`src/sv/rna_pkg.sv`:
```
// ----------------------------------------------------------------------------
// rna_pkg
// Shared sizes, types and helpers for the radix number to ASCII converter.
// ----------------------------------------------------------------------------
package rna_pkg;

    // sizes of the conversion
    localparam int MAX_DIGITS = 16;
    localparam int VALUE_BITS = 16;

    // fixed field widths
    localparam int NUMBER_W = 16;
    localparam int MINW_IN_W = 5;
    localparam int BASE_W   = 5;
    localparam int CHAR_W   = 7;
    localparam int DIGIT_W  = 4;
    localparam int S_DATA_W = 32;
    localparam int M_DATA_W = 8;

    // derived widths
    localparam int IDX_W  = (MAX_DIGITS > 1) ? $clog2(MAX_DIGITS) : 1;
    localparam int MINW_W = $clog2(MAX_DIGITS + 1);
    localparam int CNT_W  = $clog2(VALUE_BITS + MAX_DIGITS);

    // radix limits and character constants
    localparam logic [BASE_W-1:0]  BASE_MIN  = BASE_W'(2);
    localparam logic [BASE_W-1:0]  BASE_TOP  = BASE_W'(16);
    localparam logic [DIGIT_W-1:0] DEC_TOP   = DIGIT_W'(9);
    localparam logic [CHAR_W-1:0]  ZERO_CHAR = CHAR_W'(48);
    localparam logic [CHAR_W-1:0]  ALPHA_GAP = CHAR_W'(7);
    localparam logic [CHAR_W-1:0]  NINE_CHAR = CHAR_W'(57);
    localparam logic [CHAR_W-1:0]  A_CHAR    = CHAR_W'(65);
    localparam logic [CHAR_W-1:0]  F_CHAR    = CHAR_W'(70);

    typedef logic [DIGIT_W-1:0] digit_t;

    // one doubling step passed from cell to cell
    typedef struct packed {
        logic en;
        logic carry;
    } step_t;

    // digit value to uppercase ASCII
    function automatic logic [CHAR_W-1:0] digit_to_ascii(input digit_t d);
        logic [CHAR_W-1:0] ch;
        ch = CHAR_W'(d) + ZERO_CHAR;
        if (d > DEC_TOP) begin
            ch = ch + ALPHA_GAP;
        end
        return ch;
    endfunction

endpackage

```
`src/sv/radix_number_to_ascii_top.sv`:
```
// ----------------------------------------------------------------------------
// radix_number_to_ascii_top
// Converts an unsigned value to zero-padded ASCII digits in radix 2 to 16.
// Operation: the value is shifted in one bit per cycle, msb first, and the
// carry wave ripples through the digit row; the emitter then drops leading
// zeros beyond the minimum count and sends the digits. A new value is taken
// only in idle, once the last digit of the previous one has been accepted.
// Reset: synchronous active-low aresetn returns to idle, no request pending.
// ----------------------------------------------------------------------------
module radix_number_to_ascii_top (
    input  logic                          aclk,
    input  logic                          aresetn,
    input  logic                          s_tvalid,
    output logic                          s_tready,
    // [15:0] number, [20:16] min_digits, [25:21] base, [31:26] zero
    input  logic [rna_pkg::S_DATA_W-1:0]  s_tdata,
    output logic                          m_tvalid,
    input  logic                          m_tready,
    // [6:0] digit_char, [7] zero
    output logic [rna_pkg::M_DATA_W-1:0]  m_tdata,
    output logic                          m_tlast
);
    import rna_pkg::*;

    typedef enum logic [2:0] {
        ST_IDLE = 3'b001,
        ST_CONV = 3'b010,
        ST_EMIT = 3'b100
    } state_t;

    localparam logic [CNT_W-1:0] CONV_END  = CNT_W'(VALUE_BITS + MAX_DIGITS - 1);
    localparam logic [CNT_W-1:0] FEED_LEN  = CNT_W'(VALUE_BITS);

    state_t                 state_reg, state_next;
    logic [CNT_W-1:0]       cnt_reg, cnt_next;
    logic [VALUE_BITS-1:0]  val_reg, val_next;
    logic [BASE_W-1:0]      base_reg, base_next;
    logic [MINW_W-1:0]      minw_reg, minw_next;

    logic [NUMBER_W-1:0]    in_number;
    logic [MINW_IN_W-1:0]   in_minw;
    logic [BASE_W-1:0]      in_base;
    logic                   accept;
    logic                   start;
    logic                   emit_busy;
    step_t                  feed;
    logic [MAX_DIGITS-1:0][DIGIT_W-1:0] digits;
    logic [CHAR_W-1:0]      out_char;

    assign in_number = s_tdata[NUMBER_W-1:0];
    assign in_minw   = s_tdata[NUMBER_W +: MINW_IN_W];
    assign in_base   = s_tdata[NUMBER_W + MINW_IN_W +: BASE_W];

    assign s_tready = (state_reg == ST_IDLE);
    assign accept   = s_tvalid && s_tready;
    assign start    = (state_reg == ST_CONV) && (cnt_reg == CONV_END);

    // feed the value msb first into the low digit
    assign feed.en    = (state_reg == ST_CONV) && (cnt_reg < FEED_LEN);
    assign feed.carry = val_reg[VALUE_BITS-1];

    // sequencer
    always_comb begin
        state_next = state_reg;
        cnt_next   = cnt_reg;
        val_next   = val_reg;
        base_next  = base_reg;
        minw_next  = minw_reg;
        case (state_reg)
            ST_IDLE: begin
                if (accept) begin
                    state_next = ST_CONV;
                    cnt_next   = '0;
                    val_next   = VALUE_BITS'(in_number);
                    // clamp radix into range
                    if (in_base < BASE_MIN) begin
                        base_next = BASE_MIN;
                    end else if (in_base > BASE_TOP) begin
                        base_next = BASE_TOP;
                    end else begin
                        base_next = in_base;
                    end
                    // clamp minimum digit count into range
                    if (in_minw == '0) begin
                        minw_next = MINW_W'(1);
                    end else if (32'(in_minw) > MAX_DIGITS) begin
                        minw_next = MINW_W'(MAX_DIGITS);
                    end else begin
                        minw_next = MINW_W'(in_minw);
                    end
                end
            end
            ST_CONV: begin
                cnt_next = cnt_reg + 1'b1;
                if (feed.en) begin
                    val_next = {val_reg[VALUE_BITS-2:0], 1'b0};
                end
                if (start) begin
                    state_next = ST_EMIT;
                end
            end
            ST_EMIT: begin
                if (!emit_busy) begin
                    state_next = ST_IDLE;
                end
            end
            default: begin
                state_next = ST_IDLE;
            end
        endcase
    end

    always_ff @(posedge aclk) begin
        if (!aresetn) begin
            state_reg <= ST_IDLE;
            cnt_reg   <= '0;
        end else begin
            state_reg <= state_next;
            cnt_reg   <= cnt_next;
        end
    end

    always_ff @(posedge aclk) begin
        val_reg  <= val_next;
        base_reg <= base_next;
        minw_reg <= minw_next;
    end

    // digit row
    rna_conv u_conv (
        .aclk    (aclk),
        .aresetn (aresetn),
        .clear   (accept),
        .base    (base_reg),
        .step_in (feed),
        .digits  (digits)
    );

    // leading zero scan and output register
    rna_emit u_emit (
        .aclk      (aclk),
        .aresetn   (aresetn),
        .start     (start),
        .minw      (minw_reg),
        .digits    (digits),
        .busy      (emit_busy),
        .out_valid (m_tvalid),
        .out_ready (m_tready),
        .out_char  (out_char),
        .out_last  (m_tlast)
    );

    assign m_tdata = {{(M_DATA_W - CHAR_W){1'b0}}, out_char};

    property p_idle_quiet;
        @(posedge aclk) disable iff (!aresetn)
        (state_reg == ST_IDLE) |-> !emit_busy;
    endproperty
    a_idle_quiet: assert property (p_idle_quiet)
        else $error("idle while digits pending");

    property p_cnt_bound;
        @(posedge aclk) disable iff (!aresetn)
        (state_reg == ST_CONV) |-> (cnt_reg <= CONV_END);
    endproperty
    a_cnt_bound: assert property (p_cnt_bound)
        else $error("conversion counter overran");

    property p_accept_conv;
        @(posedge aclk) disable iff (!aresetn)
        accept |=> ((state_reg == ST_CONV) && (cnt_reg == '0));
    endproperty
    a_accept_conv: assert property (p_accept_conv)
        else $error("request not started");

endmodule

```
`src/sv/rna_cell.sv`:
```
// ----------------------------------------------------------------------------
// rna_cell
// One digit of the radix accumulator: on each step doubles its digit, adds
// the incoming carry and passes a registered carry on to the next digit.
// ----------------------------------------------------------------------------
module rna_cell (
    input  logic                     aclk,
    input  logic                     aresetn,
    input  logic                     clear,
    input  logic [rna_pkg::BASE_W-1:0] base,
    input  rna_pkg::step_t           step_in,
    output rna_pkg::step_t           step_out,
    output rna_pkg::digit_t          digit
);
    import rna_pkg::*;

    digit_t                digit_reg, digit_next;
    step_t                 step_reg, step_next;
    logic [DIGIT_W:0]      dbl;
    logic                  wrap;

    // double and add carry, fold back below the radix
    assign dbl  = {digit_reg, step_in.carry};
    assign wrap = (dbl >= base);

    always_comb begin
        digit_next = digit_reg;
        step_next  = '0;
        if (clear) begin
            digit_next = '0;
        end else if (step_in.en) begin
            digit_next     = wrap ? DIGIT_W'(dbl - (DIGIT_W+1)'(base)) : DIGIT_W'(dbl);
            step_next.en    = 1'b1;
            step_next.carry = wrap;
        end
    end

    // step token is control, digit is payload
    always_ff @(posedge aclk) begin
        if (!aresetn) begin
            step_reg <= '0;
        end else begin
            step_reg <= step_next;
        end
    end

    always_ff @(posedge aclk) begin
        digit_reg <= digit_next;
    end

    assign step_out = step_reg;
    assign digit    = digit_reg;

endmodule

```
`src/sv/rna_conv.sv`:
```
// ----------------------------------------------------------------------------
// rna_conv
// Systolic row of digit cells. Value bits enter one per cycle at the low
// digit; carries ripple up one cell per cycle as a skewed wavefront.
// ----------------------------------------------------------------------------
module rna_conv (
    input  logic                                         aclk,
    input  logic                                         aresetn,
    input  logic                                         clear,
    input  logic [rna_pkg::BASE_W-1:0]                   base,
    input  rna_pkg::step_t                               step_in,
    output logic [rna_pkg::MAX_DIGITS-1:0][rna_pkg::DIGIT_W-1:0] digits
);
    import rna_pkg::*;

    step_t steps [MAX_DIGITS+1];

    assign steps[0] = step_in;

    // one cell per output digit, top carry dropped
    for (genvar i = 0; i < MAX_DIGITS; i++) begin : g_cell
        rna_cell u_cell (
            .aclk     (aclk),
            .aresetn  (aresetn),
            .clear    (clear),
            .base     (base),
            .step_in  (steps[i]),
            .step_out (steps[i+1]),
            .digit    (digits[i])
        );
    end

    // a cell steps only in the cycle after its lower neighbor stepped
    property p_wave;
        @(posedge aclk) disable iff (!aresetn)
        (steps[1].en && !$past(clear)) |-> $past(step_in.en);
    endproperty
    a_wave: assert property (p_wave)
        else $error("digit wave out of order");

    property p_carry_en;
        @(posedge aclk) disable iff (!aresetn)
        steps[1].carry |-> steps[1].en;
    endproperty
    a_carry_en: assert property (p_carry_en)
        else $error("carry without step");

    property p_clear;
        @(posedge aclk) disable iff (!aresetn)
        clear |=> (digits[0] == '0);
    endproperty
    a_clear: assert property (p_clear)
        else $error("digit not cleared");

    // the value always fits the digit row
    property p_no_overflow;
        @(posedge aclk) disable iff (!aresetn)
        steps[MAX_DIGITS].en |-> !steps[MAX_DIGITS].carry;
    endproperty
    a_no_overflow: assert property (p_no_overflow)
        else $error("carry out of top digit");

endmodule

```
`src/sv/rna_emit.sv`:
```
// ----------------------------------------------------------------------------
// rna_emit
// Digit shifter and output register: drops leading zeros beyond the minimum
// count, then sends one ASCII digit per request, most significant first.
// ----------------------------------------------------------------------------
module rna_emit (
    input  logic                                         aclk,
    input  logic                                         aresetn,
    input  logic                                         start,
    input  logic [rna_pkg::MINW_W-1:0]                   minw,
    input  logic [rna_pkg::MAX_DIGITS-1:0][rna_pkg::DIGIT_W-1:0] digits,
    output logic                                         busy,
    output logic                                         out_valid,
    input  logic                                         out_ready,
    output logic [rna_pkg::CHAR_W-1:0]                   out_char,
    output logic                                         out_last
);
    import rna_pkg::*;

    logic [MAX_DIGITS-1:0][DIGIT_W-1:0] dig_reg, dig_next;
    logic [IDX_W-1:0]                   pos_reg, pos_next;
    logic [MINW_W-1:0]                  minw_reg, minw_next;
    logic                               active_reg, active_next;
    logic                               valid_reg, valid_next;
    logic [CHAR_W-1:0]                  char_reg, char_next;
    logic                               last_reg, last_next;
    digit_t                             top_digit;
    logic                               skip;
    logic                               can_load;

    assign top_digit = dig_reg[MAX_DIGITS-1];
    assign can_load  = !valid_reg || out_ready;
    assign skip      = (MINW_W'(pos_reg) >= minw_reg) && (top_digit == '0);

    // scan down from the top digit
    always_comb begin
        dig_next    = dig_reg;
        pos_next    = pos_reg;
        minw_next   = minw_reg;
        active_next = active_reg;
        valid_next  = valid_reg && !out_ready;
        char_next   = char_reg;
        last_next   = last_reg;
        if (start) begin
            dig_next    = digits;
            pos_next    = IDX_W'(MAX_DIGITS - 1);
            minw_next   = minw;
            active_next = 1'b1;
        end else if (active_reg) begin
            if (skip) begin
                dig_next = {dig_reg[MAX_DIGITS-2:0], digit_t'(0)};
                pos_next = pos_reg - 1'b1;
            end else if (can_load) begin
                valid_next = 1'b1;
                char_next  = digit_to_ascii(top_digit);
                last_next  = (pos_reg == '0);
                dig_next   = {dig_reg[MAX_DIGITS-2:0], digit_t'(0)};
                pos_next   = pos_reg - 1'b1;
                // inner zeros are kept once the first digit is out
                minw_next  = MINW_W'(MAX_DIGITS);
                if (pos_reg == '0) begin
                    active_next = 1'b0;
                end
            end
        end
    end

    // control registers
    always_ff @(posedge aclk) begin
        if (!aresetn) begin
            active_reg <= 1'b0;
            valid_reg  <= 1'b0;
        end else begin
            active_reg <= active_next;
            valid_reg  <= valid_next;
        end
    end

    // payload registers
    always_ff @(posedge aclk) begin
        dig_reg  <= dig_next;
        pos_reg  <= pos_next;
        minw_reg <= minw_next;
        char_reg <= char_next;
        last_reg <= last_next;
    end

    assign busy      = active_reg || valid_reg;
    assign out_valid = valid_reg;
    assign out_char  = char_reg;
    assign out_last  = last_reg;

    property p_start_idle;
        @(posedge aclk) disable iff (!aresetn)
        start |-> !busy;
    endproperty
    a_start_idle: assert property (p_start_idle)
        else $error("new value while digits pending");

    property p_last_done;
        @(posedge aclk) disable iff (!aresetn)
        (valid_reg && last_reg) |-> !active_reg;
    endproperty
    a_last_done: assert property (p_last_done)
        else $error("last digit sent while scan active");

    property p_char_range;
        @(posedge aclk) disable iff (!aresetn)
        valid_reg |-> (((char_reg >= ZERO_CHAR) && (char_reg <= NINE_CHAR)) ||
                       ((char_reg >= A_CHAR) && (char_reg <= F_CHAR)));
    endproperty
    a_char_range: assert property (p_char_range)
        else $error("digit character out of range");

endmodule

```
`config.mk`:
```
export PLATFORM = sky130hd
export DESIGN_NAME = radix_number_to_ascii_top
export DESIGN_NICKNAME = d
export VERILOG_FILES = /design/src/sv/rna_pkg.sv /design/src/sv/radix_number_to_ascii_top.sv /design/src/sv/rna_cell.sv /design/src/sv/rna_conv.sv /design/src/sv/rna_emit.sv
export SDC_FILE = /design/constraint.sdc
export NUM_CORES = 1
export LEC_CHECK = 0
export BUFFER_PORTS_ARGS = -buffer_cell sky130_fd_sc_hd__buf_2
export CAP_MARGIN = 30
export CORE_ASPECT_RATIO = 0.75
export CORE_MARGIN = 2
export CORE_UTILIZATION = 40
export DETAILED_ROUTE_END_ITERATION = 7
export GPL_TIMING_DRIVEN = 1
export PLACE_DENSITY = 0.6
export SLEW_MARGIN = 20
export SYNTH_ARGS = -nofsm -noshare
export SYNTH_HDL_FRONTEND = slang
export SYNTH_SLANG_ARGS = --single-unit
```
`constraint.sdc`:
```
create_clock -name aclk -period 3.6 [get_ports aclk]
set_clock_uncertainty 0.05 [all_clocks]
set_input_delay 1.08 -clock aclk [delete_from_list [all_inputs] [get_ports aclk]]
set_output_delay 1.08 -clock aclk [all_outputs]
set_load 0.1 [all_outputs]
```
* After elaboration in Yosys (flattened, before gate mapping)
Index checks and enable logic that the tools add are counted.
** Operators by class
- Order comparisons :: 22
- Eq/ne operators :: 9
- Reduce and logical (&&, ||, !) cells :: 43
- $add $sub $neg :: 20
- Mux-type cells :: 62
- Bitwise gates (word level) :: 18
** Operators with widths (number)
- two-way mux 64 bit :: 4
- >= comparator 5 bit :: 16
- two-way mux 4 bit :: 18
- subtractor 4 bit :: 16
- OR reduction 3 bit :: 15
- two-way mux 5 bit :: 7
- two-way mux 16 bit :: 2
- case mux 16 bit (2 select lines) :: 1
- two-way mux 2 bit :: 15
- NOT 1 bit :: 18
- > comparator 5 bit, second input constant :: 2
- case mux 5 bit (2 select lines) :: 1
- two-way mux 1 bit :: 9
- two-way mux 3 bit :: 3
- case mux 3 bit (3 select lines) :: 1
- AND reduction 3 bit :: 3
- zero test 4 bit :: 2
- inequality test 2 bit, second input constant :: 4
- AND reduction 2 bit :: 4
- nonzero test 2 bit :: 4
- adder 4 x 6 -> 7 bit, second input constant :: 1
- adder 7 x 3 -> 7 bit, second input constant :: 1
- two-way mux 7 bit :: 1
- OR reduction 2 bit :: 3
- 17 further kinds :: 23
** Word-level totals
- Register bits :: 211
- Logic and storage cells :: 249

* Logic depth before layout (Yosys ltp)
- Word-level depth :: 6
- Mapped depth :: 8
- Mapped depth without buffers :: 7

* Cells and area by module
From an unflattened synthesis, not the netlist that was laid out.
** Unflattened totals
- Cells, all modules :: 1124
- Area, all modules :: 11977.7 um^2
** Modules (own cells, without submodules)
- rna_cell (u_conv.g_cell[11].u_cell ...) :: seq. area each 120.1 um^2, area an instance 430.4 um^2, instances 13, cells an instance 48
- rna_emit :: seq. area each 2432.3 um^2, area an instance 3598.5 um^2, instances 1, cells an instance 222
- radix_number_to_ascii_top :: seq. area each 940.9 um^2, area an instance 1515.2 um^2, instances 1, cells an instance 143
- rna_cell (u_conv.g_cell[0].u_cell ...) :: seq. area each 120.1 um^2, area an instance 422.9 um^2, instances 3, cells an instance 45

* Worst setup path before layout
OpenSTA, ideal clock, no wires.
- Path type :: input-to-reg
- Start :: input port m_tready
- End :: register u_emit.dig_reg[0] (netlist bit), enable pin
- Buffers on the path :: 0
- Cell stages on the path :: 3
- Arrival :: 2.843 ns
- Setup time :: 0.690 ns
- Setup slack :: 0.016 ns
- Data required time :: 2.860 ns
- Cells stage by stage :: nand2b_1 > a221oi_4 > nand2_1
** Between the ends
- Longest elaborated chain between the ends :: 3
** RTL lines
- from (decl) :: line radix_number_to_ascii_top.sv:18 : input logic m_tready,
- logical OR 1 bit :: line rna_emit.sv:32 : assign can_load = !valid_reg || out_ready;
- nonzero test 3 bit (no line)
- AND reduction 2 bit (no line)
- to (signal assigned) :: line rna_emit.sv:81 : dig_reg <= dig_next;
- to (decl) :: line rna_emit.sv:20 : logic [MAX_DIGITS-1:0][DIGIT_W-1:0] dig_reg, dig_next;
Every way passes these cells.
A chain may end at the register's enable or synchronous reset.

* Worst setup path after layout
- Start :: register state_reg[0]
- End :: output port s_tready
** Between the ends
- Longest elaborated chain between the ends :: 1
** RTL lines
- from (decl) :: line radix_number_to_ascii_top.sv:34 : state_t state_reg, state_next;
- from (signal assigned) :: line radix_number_to_ascii_top.sv:118 : state_reg <= state_next;
- equality test 3 x 1 -> 1 bit :: line radix_number_to_ascii_top.sv:54 : assign s_tready = (state_reg == ST_IDLE);
- to (decl) :: line radix_number_to_ascii_top.sv:14 : output logic s_tready,
Every way passes these cells.

==> summary.md <==
| Metric | Value |
|---|---|
| Crit path largest cell delay | `between 0.4 and 0.5 ns` |
| Status | `finished clean` |
| I/O Buffers | `39` |
| Critical Path AT | `1.64 ns` |
| Post-detail-place hpwl | `~16 mm` |
| Largest net degree at the start of global routing | `92` |
| H-tree levels | `1` |
| Top_reg_cell synth | `dfxtp_1` |
| Synth top area share | `0.270` |
| TNS Setup | `0 ns` |
| DRT Pass-1 Iters | `4` |
| First-pass GRT wire length | `roughly 40 mm` |
| Synth warn | `0` |
| Die ar. | `roughly 0.03 mm2` |
| CP Data Required Time | `approximately 2.5 ns` |
| CTS root buf | `clkbuf_16` |
| Hold buffers post-CTS | `0` |
| Gr usage total | `0.169` |
| # clock sinks | `211` |
| Area after DPL | `between 0.01 and 0.015 mm2` |
| Main combinational cell family by area after synthesis | `simple AND/OR/NAND/NOR gates` |
| Initial antenna violation count | `0` |
| Cells after synthesis | `~1200` |
| Peak VDD IR | `a little over 0.0003 V` |
| Resized cells post-CTS | `0` |
| CP Capture Type | `primary output` |
| # setup viols final | `0` |
| Starting DRT DRC Count | `566` |
| Unique masters post-synth | `49` |
| Number of enable flip-flop cells after synthesis | `~100` |
| Fmax | `361 MHz` |
| DRC violations left | `0` |
| Mux cell area share after synthesis | `0.0287` |
| Initial Util | `0.408` |
| Max_slew headroom | `0.466` |
| Worst-path maximum fanout | `4` |
| Max-slew violations | `0` |
| Worst Hold Class | `reg2reg` |
| RD Place Congestion | `0.785` |
| Clock-pin slew of the registers on the worst-case setup and hold paths | `around 0.06 ns` |
| Post-route ant nets | `0` |
| Seq/Total Area, Yosys | `0.458` |
| CTS Buf Count | `22` |
| Post-CTS setup buffers | `0` |
| Pwr Total | `5.51 mW` |
| XOR/XNOR Fraction of Synth Area | `0.0260` |
| Lkg Pwr | `5.28 nW` |
| Core Util, Final | `0.456` |
| Routed len/inst | `between 15 and 20 um` |
| Share of cells above drive strength 1 | `0.0870` |
| Synth Area in Compound Gates | `0.122` |
| Final Cell Area | `about 0.013 mm2` |
| CP Launch Type | `flop` |
| Max_cap viols | `0` |
| Clk_lat worst skew | `approximately 0.5 ns` |
| Post-Synth Simple-Gate Area | `0.195` |
| Critical path type | `reg2out` |
| RSZ-0062 raised after global routing | `no` |
| Worst-margin pin slew | `0.801 ns` |
| Synth area leaders | `edfxtp_1, dfxtp_1, ha_1` |
| Ys async rst share | `0` |
| PwrDens | `430 mW/mm2` |
| Clk buf depth | `3` |
| Largest area contributor in the netlist | `edfxtp_1` |
| Die height | `151 um` |
| ANT cells | `0` |
| Worst path slowest cell | `buf_2` |
| GRT overflow | `0` |
| Syn_area_per_cell | `around 9.6 um2` |
| Routed Wire Length | `between 20 and 25 mm` |
| Area grow syn2layout | `11.7%` |
| Avg Vias per Cell | `approximately 5.1` |
| Post-Synth Adder-Cell Area | `0.128` |
| Netlist Area Pre-Place | `0.0115 mm2` |
| Seq cells post-synth | `~210` |
| Fin. Hold Viols | `0` |
| Largest register FFs | `64` |
| CTS tree | `built` |
| IO Pins | `47` |
| Worst path cell trace | `nor3b_2 > buf_2` |
| Period utilisation layout | `0.770` |
| Chip Width | `approximately 200 um` |
| Fin crit period | `about 2.8 ns` |
| Routed vias | `roughly 8300` |
| Core Region | `0.0281 mm2` |
| # nets final | `about 1400` |
| Core Rows | `53` |
| Number of global-route vias before repair | `7835` |
| Mapped Nets | `1343` |
-- final cells by class --
type                            instances  area [um2]
Clock buffer                           32         681
Clock inverter                          8        68.8
Fill cell                            2712       15300
Inverter                               66         248
Multi-Input combinational cell        870        5750
Sequential cell                       211        5260
Tap cell                              385         482
Timing Repair Buffer                   55         340
-- cell families (layout without fill, tap and decap cells) --
family          Yosys count  in the layout
compound gates          231            231
xor+xnor                 34             34
mux                      32             32
simple gates            464            464
fa+ha+maj               108            108
other cells               1              1
flops                   211            211
buf+inv                 118            161
-- per-stage QoR --
step / std cells / worst slack [ns] / hold WS (ns)
after floorplan: 1199 / 0.0164 / 0.374
after global placement: 1586 / 0.643 / 0.399
after detailed placement: 1586 / 0.657 / 0.408
after CTS: 1626 / 0.808 / 0.423
after global routing: 1627 / 0.749 / 0.457
final: 1627 / 0.826 / 0.422
-- path summary, 6_finish.rpt --
check | slack [ns] | to | cells past startpoint | from
worst max register to register | 1.03 | u_conv.g_cell[9].u_cell.digit[1] | 7 | base_reg[1]
worst min register to register | 0.42 | cnt_reg[3] | 1 | cnt_reg[3]
worst max-delay path | 0.83 | s_tready | 2 | state_reg[0]
worst min-delay path | 0.42 | cnt_reg[3] | 1 | cnt_reg[3]
-- metal layers --
metal | up-vias | track usage | share of wire
met2 | 105 | 0.255 | 0.42
li1 | 4281 | - | -
met5 | - | 0 | 0
met3 | 36 | 0.0199 | 0.030
met1 | 3923 | 0.257 | 0.53
met4 | 0 | 0.0396 | 0.020
-- report_power, final --
part / switching (mW) / internal [mW]
clock: 0.960 / 1.39
sequential: 0.0204 / 2.55
combinational: 0.367 / 0.230
-- synthesized netlist by cell type, types with 2 or more instances --
master	number
mux2_2	7
nand3_1	44
o31a_1	2
a21oi_1	69
mux2i_1	25
a21o_1	18
dfxtp_1	108
o211ai_1	2
a21boi_0	4
o32a_1	8
edfxtp_1	103
fa_1	16
ha_1	92
xor2_1	9
buf_4	2
nor3b_2	2
nand2_1	243
buf_2	24
clkbuf_1	25
o31ai_1	7
or3_1	11
nor2b_1	7
nor2_1	39
nand3b_1	14
or4_1	9
nand4b_1	15
nand2b_1	28
and2_1	21
a21boi_1	3
o21ai_1	38
a2bb2oi_1	8
o21ai_0	36
inv_1	65
a211oi_1	8
nor3b_1	2
nor3_1	3
xnor2_1	25
and3_1	23
a31oi_1	24
-- critical path, delay by kind of cell (launching register included) --
kind / cells / cell delay (ns)
buffers and inverters: 1 / 0.48
flip-flops: 1 / 0.37
AND/OR/NAND/NOR: 1 / 0.29
-- layout by cell type (no fill, tap or decap), types with 28 or more instances in the layout --
| cell type | count |
|---|---|
| inv_1 | 65 |
| a21oi_1 | 69 |
| nand2_1 | 240 |
| nand2b_1 | 28 |
| o21ai_1 | 38 |
| edfxtp_1 | 103 |
| ha_1 | 92 |
| nand3_1 | 44 |
| dfxtp_1 | 108 |
| nor2_1 | 39 |
| buf_2 | 39 |
| o21ai_0 | 36 |
Note: power is estimated with default switching activity, not from simulation.
